[config.mk]
export PLATFORM = sky130hd
export DESIGN_NAME = float_to_pcm_sample_converter
export DESIGN_NICKNAME = d
export VERILOG_FILES = /design/src/hdl/f2pcm_pkg.sv /design/src/hdl/float_to_pcm_sample_converter.sv
export SDC_FILE = /design/constraint.sdc
export NUM_CORES = 2
export LEC_CHECK = 0
export BUFFER_PORTS_ARGS = -buffer_cell sky130_fd_sc_hd__clkbuf_2
export CORE_ASPECT_RATIO = 0.75
export CORE_MARGIN = 3
export CORE_UTILIZATION = 52
export CTS_CLUSTER_SIZE = 8
export DETAILED_ROUTE_END_ITERATION = 10
export GPL_ROUTABILITY_DRIVEN = 0
export PLACE_DENSITY_LB_ADDON = 0.12
export SETUP_SLACK_MARGIN = 0.05
export SLEW_MARGIN = 20
export SYNTH_ARGS = -nofsm -noshare
export SYNTH_HDL_FRONTEND = slang
export SYNTH_SLANG_ARGS = --single-unit
[constraint.sdc]
create_clock -name clk_i -period 12.7 [get_ports clk_i]
set_clock_uncertainty 0.1 [all_clocks]
set_input_delay 1.905 -clock clk_i [delete_from_list [all_inputs] [get_ports clk_i]]
set_output_delay 1.905 -clock clk_i [all_outputs]
set_load 0.005 [all_outputs]
[src/hdl/f2pcm_pkg.sv]
// Shared types and constants for the float-to-PCM sample converter.
package f2pcm_pkg;

  typedef enum logic [1:0] {
    DEPTH_8  = 2'd0,
    DEPTH_16 = 2'd1,
    DEPTH_24 = 2'd2,
    DEPTH_32 = 2'd3
  } depth_e;

  localparam logic [22:0] SCALE_8  = 23'd127;
  localparam logic [22:0] SCALE_16 = 23'd32767;
  localparam logic [22:0] SCALE_24 = 23'd8388607;
  localparam logic [31:0] OFFSET_8 = 32'd128;
  localparam logic [7:0]  EXP_BIAS_SHIFT = 8'd150;
  localparam logic [7:0]  EXP_ONE = 8'd127;
  localparam logic [7:0]  SHIFT_LIMIT = 8'd63;

endpackage

[src/hdl/float_to_pcm_sample_converter.sv]
// Float-to-PCM converter top level: a four-stage pipeline with a register per stage.
//
//  channel  | handshake                      | payload
//  ---------+--------------------------------+---------------------------------
//  sample   | sample_valid_i / sample_ready_o| sample_bits_i[31:0]
//  pcm      | pcm_valid_o / pcm_ready_i      | pcm_word_o[31:0], byte_count_o[2:0]
//  config   | cfg_we_i (no wait)             | cfg_data_i[5:0] (bit depth)
//
// One sample enters per cycle while the first stage is not held; each result passes
// through the stages multiply, float rounding, scaling shift and sign/offset in turn.
// Each full stage holds while the stage after it is stalled, so empty stages
// still fill under an output stall. Reset empties the pipeline and sets depth 16.
module float_to_pcm_sample_converter
  import f2pcm_pkg::*;
(
  input  logic        clk_i,
  input  logic        rst_ni,
  input  logic        cfg_we_i,
  input  logic [5:0]  cfg_data_i,
  input  logic        sample_valid_i,
  output logic        sample_ready_o,
  input  logic [31:0] sample_bits_i,
  output logic        pcm_valid_o,
  input  logic        pcm_ready_i,
  output logic [31:0] pcm_word_o,
  output logic [2:0]  byte_count_o
);

  logic [5:0] bit_depth_q;
  logic v1_q, v2_q, v3_q, vo_q;
  logic en1, en2, en3, eno;

  assign eno = !vo_q || pcm_ready_i;
  assign en3 = !v3_q || eno;
  assign en2 = !v2_q || en3;
  assign en1 = !v1_q || en2;
  assign sample_ready_o = en1;

  always_ff @(posedge clk_i or negedge rst_ni) begin
    if (!rst_ni) begin
      bit_depth_q <= 6'd16;
      v1_q <= 1'b0;
      v2_q <= 1'b0;
      v3_q <= 1'b0;
      vo_q <= 1'b0;
    end else begin
      if (cfg_we_i) bit_depth_q <= cfg_data_i;
      if (en1) v1_q <= sample_valid_i;
      if (en2) v2_q <= v1_q;
      if (en3) v3_q <= v2_q;
      if (eno) vo_q <= v3_q;
    end
  end

  // Stage 1: decode and multiply the significand by the scale.
  depth_e      depth_d;
  logic [22:0] scale_d;
  logic [7:0]  exp_d;
  logic [23:0] mant_d;
  logic        nan_d;

  always_comb begin
    case (bit_depth_q)
      6'd8:    depth_d = DEPTH_8;
      6'd24:   depth_d = DEPTH_24;
      6'd32:   depth_d = DEPTH_32;
      default: depth_d = DEPTH_16;
    endcase
    case (depth_d)
      DEPTH_8:  scale_d = SCALE_8;
      DEPTH_24: scale_d = SCALE_24;
      default:  scale_d = SCALE_16;
    endcase
    exp_d  = sample_bits_i[30:23];
    mant_d = {1'b1, sample_bits_i[22:0]};
    nan_d  = (exp_d == 8'hFF) && (sample_bits_i[22:0] != 23'd0);
  end

  depth_e      depth1_q, depth2_q, depth3_q;
  logic [31:0] bits1_q, bits2_q, bits3_q;
  logic [46:0] prod1_q;
  logic [7:0]  exp1_q;
  logic [22:0] scale1_q, scale2_q;
  logic        neg1_q, neg2_q, neg3_q;
  logic        sat1_q, sat2_q;
  logic        zero1_q, zero2_q;

  always_ff @(posedge clk_i) begin
    if (en1) begin
      depth1_q <= depth_d;
      bits1_q  <= sample_bits_i;
      prod1_q  <= mant_d * scale_d;
      exp1_q   <= exp_d;
      scale1_q <= scale_d;
      neg1_q   <= sample_bits_i[31] && !nan_d;
      sat1_q   <= nan_d || (exp_d >= EXP_ONE);
      zero1_q  <= (exp_d == 8'd0);
    end
  end

  // Stage 2: round the product to 24 significant bits where the float path applies.
  logic [3:0]  sh_d;
  logic [46:0] half_m, q_d, val_d;
  logic        up_d;
  logic [7:0]  t_d;

  always_comb begin
    case (depth1_q)
      DEPTH_8:  sh_d = prod1_q[30] ? 4'd7 : 4'd6;
      DEPTH_16: sh_d = prod1_q[38] ? 4'd15 : 4'd14;
      default:  sh_d = 4'd0;
    endcase
    half_m = 47'd0;
    q_d    = prod1_q;
    up_d   = 1'b0;
    if (sh_d != 4'd0) begin
      half_m = 47'd1 << (sh_d - 4'd1);
      q_d    = prod1_q >> sh_d;
      up_d   = ((prod1_q & half_m) != 47'd0)
               && (((prod1_q & (half_m - 47'd1)) != 47'd0) || q_d[0]);
    end
    val_d = q_d + {46'd0, up_d};
    t_d   = EXP_BIAS_SHIFT - exp1_q - {4'd0, sh_d};
  end

  logic [46:0] val2_q;
  logic [7:0]  t2_q;

  always_ff @(posedge clk_i) begin
    if (en2) begin
      depth2_q <= depth1_q;
      bits2_q  <= bits1_q;
      scale2_q <= scale1_q;
      neg2_q   <= neg1_q;
      sat2_q   <= sat1_q;
      zero2_q  <= zero1_q;
      val2_q   <= val_d;
      t2_q     <= t_d;
    end
  end

  // Stage 3: scale by the exponent, rounding half away from zero; saturate or zero.
  logic [47:0] shifted_d;
  logic [23:0] mag_d;

  always_comb begin
    shifted_d = 48'd0;
    if (t2_q < SHIFT_LIMIT) begin
      shifted_d = ({1'b0, val2_q} + (48'd1 << (t2_q - 8'd1))) >> t2_q;
    end
    if (sat2_q) begin
      mag_d = {1'b0, scale2_q};
    end else if (zero2_q) begin
      mag_d = 24'd0;
    end else begin
      mag_d = shifted_d[23:0];
    end
  end

  logic [23:0] mag3_q;

  always_ff @(posedge clk_i) begin
    if (en3) begin
      depth3_q <= depth2_q;
      bits3_q  <= bits2_q;
      neg3_q   <= neg2_q;
      mag3_q   <= mag_d;
    end
  end

  // Stage 4: apply sign, offset and mask, or pass the raw float at depth 32.
  logic [31:0] signed_d, word_d;
  logic [2:0]  bytes_d;

  always_comb begin
    signed_d = neg3_q ? (32'd0 - {8'd0, mag3_q}) : {8'd0, mag3_q};
    case (depth3_q)
      DEPTH_8: begin
        word_d  = {24'd0, 8'(signed_d + OFFSET_8)};
        bytes_d = 3'd1;
      end
      DEPTH_24: begin
        word_d  = {8'd0, signed_d[23:0]};
        bytes_d = 3'd3;
      end
      DEPTH_32: begin
        word_d  = bits3_q;
        bytes_d = 3'd4;
      end
      default: begin
        word_d  = {16'd0, signed_d[15:0]};
        bytes_d = 3'd2;
      end
    endcase
  end

  logic [31:0] word_q;
  logic [2:0]  bytes_q;

  always_ff @(posedge clk_i) begin
    if (eno) begin
      word_q  <= word_d;
      bytes_q <= bytes_d;
    end
  end

  assign pcm_valid_o  = vo_q;
  assign pcm_word_o   = word_q;
  assign byte_count_o = bytes_q;

endmodule

==> metrics <==
critical path startpoint category=input pin; routed wl met2=44000 um; IO Count=80; Post-CTS Setup Bufs=0; Avg Cell Area, Syn=9.39 um2; Top FF cell, synth=edfxtp_1; hold_buf cts=0; DR top layer=met5; Post-synth EDFFs=273; Worst Path Arrival=around 10000 ps; register area=around 8400 um2; wire length on met3=~12000 um; FP Rows=82; final core utilization=56.2%; worst hold path class=reg2reg; RSZ-0062 raised after global routing=no; Via density=6.17; Num CTS Buffers=42; r2r endpoint=prod1_q[39]; CTS tree=built; ratio of cells with drive above 1 in the final layout=under 10%; Final HPWL DP=around 84000 um; Slew HR=a little over a quarter; ys async rst share=roughly 3.5%; period utilization=around four fifths; final worst slack=2790 ps; die footprint=71100 um2; sequential share of the synthesized area=between 20% and 30%; status=completed; Worst Reg-to-Reg Cells=31; number of diodes=0; Placeable Area=67000 um2; r2r setup slk=~3300 ps; YS warnings=0; Detailed Route WL=between 100000 and 150000 um; post-route ant nets=0; Multi-input gate area=roughly 24000 um2; most frequent cells in the layout=inv_1, fa_1, nor2_1; XOR/XNOR share of the synthesized area=between 5 and 6%; drt first pass iters=7; Post-Syn Nets=about 4400; antenna violations before repair=1; Adder-Cell Fraction of Synth Area=between 20% and 30%; H-Tree Depth=2; root buf cell=clkbuf_16; Yosys reg bits=around 280; dominant combinational cell family by area after synthesis=adder cells; most common cell after layout, fill and taps aside=inv_1; area share of and/or/nand/nor cells after synthesis=13.7%; Min Clock Period, post-route=between 9000 and 10000 ps; first-pass GRT wire length=160000 um; Nets=4433; input/output buffers=79; Critical Path Fanout Max=10; Clk Latency, worst-skew pair=approximately 560 ps; Place WS=roughly 2400 ps; Worst Setup SP=sample_bits_i[7]; Hold Vio Cnt, Final=0; post-synthesis compound-gate area fraction=16.4%; FF-to-FF Start=bit_depth_q[1]; DR DRC count=0; grt total ovfl=0; 1st-iter DRT viols=about 3600; GRT Total Usage=~29%; Die H=232 um; number of library cell types mapped by synthesis=~120; Metal-1 WL=around 46000 um; Syn Inst Count=approximately 3800; CTS Sinks=about 280; WP data required=between 10000 and 15000 ps; fmax=slightly above 100 MHz; worst-case clock buffer depth=3; Area Overhead vs Synth=6.64%; Worst setup endpoint=prod1_q[39]; pin count of the biggest net entering global routing=between 80 and 90; fill cell count=approximately 6000; Die X=between 300 and 400 um; crit path capture type=flop; Post-Synthesis Cell Area=between 30000 and 40000 um2; DR WL/cell=22.3 um; CTS clk-pin slew, worst paths=50 ps; Slew Limit Fails=0; worst setup path class=in2reg; multiplexer share of the synthesized area=~3.5%; vias in the first global route=around 27000; Sum Neg Setup Slack=0 ps; post-CTS resize count=0; Worst-Margin Slew=approximately 1100 ps; Max-Cap Viols=0; routed vias=approximately 29000; starting density of the core=a little over half; final number of setup-violating endpoints=0
-- routing by layer --
metal | vias to the layer above | track usage, %
li1 | 13148 | -
met1 | 14015 | 43.7
met2 | 1414 | 41.9
met3 | 133 | 8.61
met4 | 2 | 4.74
met5 | - | 0
-- cells by family after synthesis --
family | count (synthesis)
mux | 110
fa+ha+maj | 636
flops | 283
compound gates | 846
simple gates | 1006
buf+inv | 665
xor+xnor | 214
-- synthesized netlist by cell type, types with 17 or more instances --
master,n,area share (%)
inv_1,500,5.3
fa_1,349,20
nor2_1,297,3.2
ha_1,285,10
nand2_1,278,3.0
edfxtp_1,273,23
a21oi_1,176,2.5
o21ai_0,171,2.4
xnor2_1,145,3.6
clkbuf_1,105,1.1
nand3_1,78,1.1
mux2i_1,71,2.0
a21o_1,68,1.4
nor3_1,68,0.96
xor2_1,68,1.7
a211oi_1,56,1.2
nand4_1,47,0.83
and2_1,41,0.73
mux2_2,32,1.0
buf_2,30,0.43
and3_1,28,0.50
nand2b_1,28,0.50
a31oi_1,27,0.48
o211ai_1,27,0.57
nor2b_1,24,0.43
or3_1,23,0.41
o21a_1,21,0.45
o221ai_1,21,0.52
o22ai_1,21,0.37
o31ai_1,21,0.45
o21bai_1,20,0.43
o21ai_1,18,0.26
buf_1,17,0.18
-- registers in the layout, indices dropped and copies added (netlist names), 6 cells and up --
signal       count
bit_depth_q      6
bits1_q         32
bits2_q         32
bits3_q         32
mag3_q          24
pcm_word_o      32
prod1_q         46
t2_q             8
val2_q          47
-- worst max-delay path, cell delays in order --
cell	delay, ps
clkbuf_2	290
clkinv_1	350
nor2_1	380
xnor2_1	210
ha_1	200
a21oi_1	60
fa_1	510
fa_1	490
inv_1	50
fa_1	510
inv_1	60
fa_1	520
inv_1	50
fa_1	470
inv_1	50
fa_1	470
inv_1	40
ha_1	340
and4_1	270
and4_1	200
nor4b_1	710
o21ai_1	330
a31oi_1	460
o21ai_1	240
a2111o_1	420
a31o_2	250
a21oi_1	170
xnor2_1	90
-- metrics by stage --
stage / hold WS, ps / std cells / instance area (um2)
floorplan: 300 / 3760 / 35300
global placement: 301 / 4594 / 36400
detailed placement: 305 / 4594 / 36400
CTS: 303 / 4656 / 37700
global route: 320 / 4656 / 37700
finish: 308 / 4656 / 37700
-- cell type report --
type	instances	share of cell area, %
multi-input cells	2812	64.6
flip-flops and latches	283	22.4
repair buffers	111	1.72
inverters	506	5.04
well taps	882	2.93
clock inverters	7	0.392
clock buffers	55	2.92
-- worst min path at each step --
stage	start	to	slack [ps]	cells past startpoint
floorplan	bits1_q[10]	bits2_q[10]	300	0
global placement	bits1_q[1]	bits2_q[1]	300	0
detailed placement	bits1_q[18]	bits2_q[18]	300	0
CTS	scale1_q[21]	scale2_q[21]	300	0
global route	bits2_q[29]	bits3_q[29]	320	0
finish	bits2_q[29]	bits3_q[29]	310	0
Power is left out: the tool's default activity adds up to more than one toggle a clock period on the data nets, which glitch-free logic cannot reach.
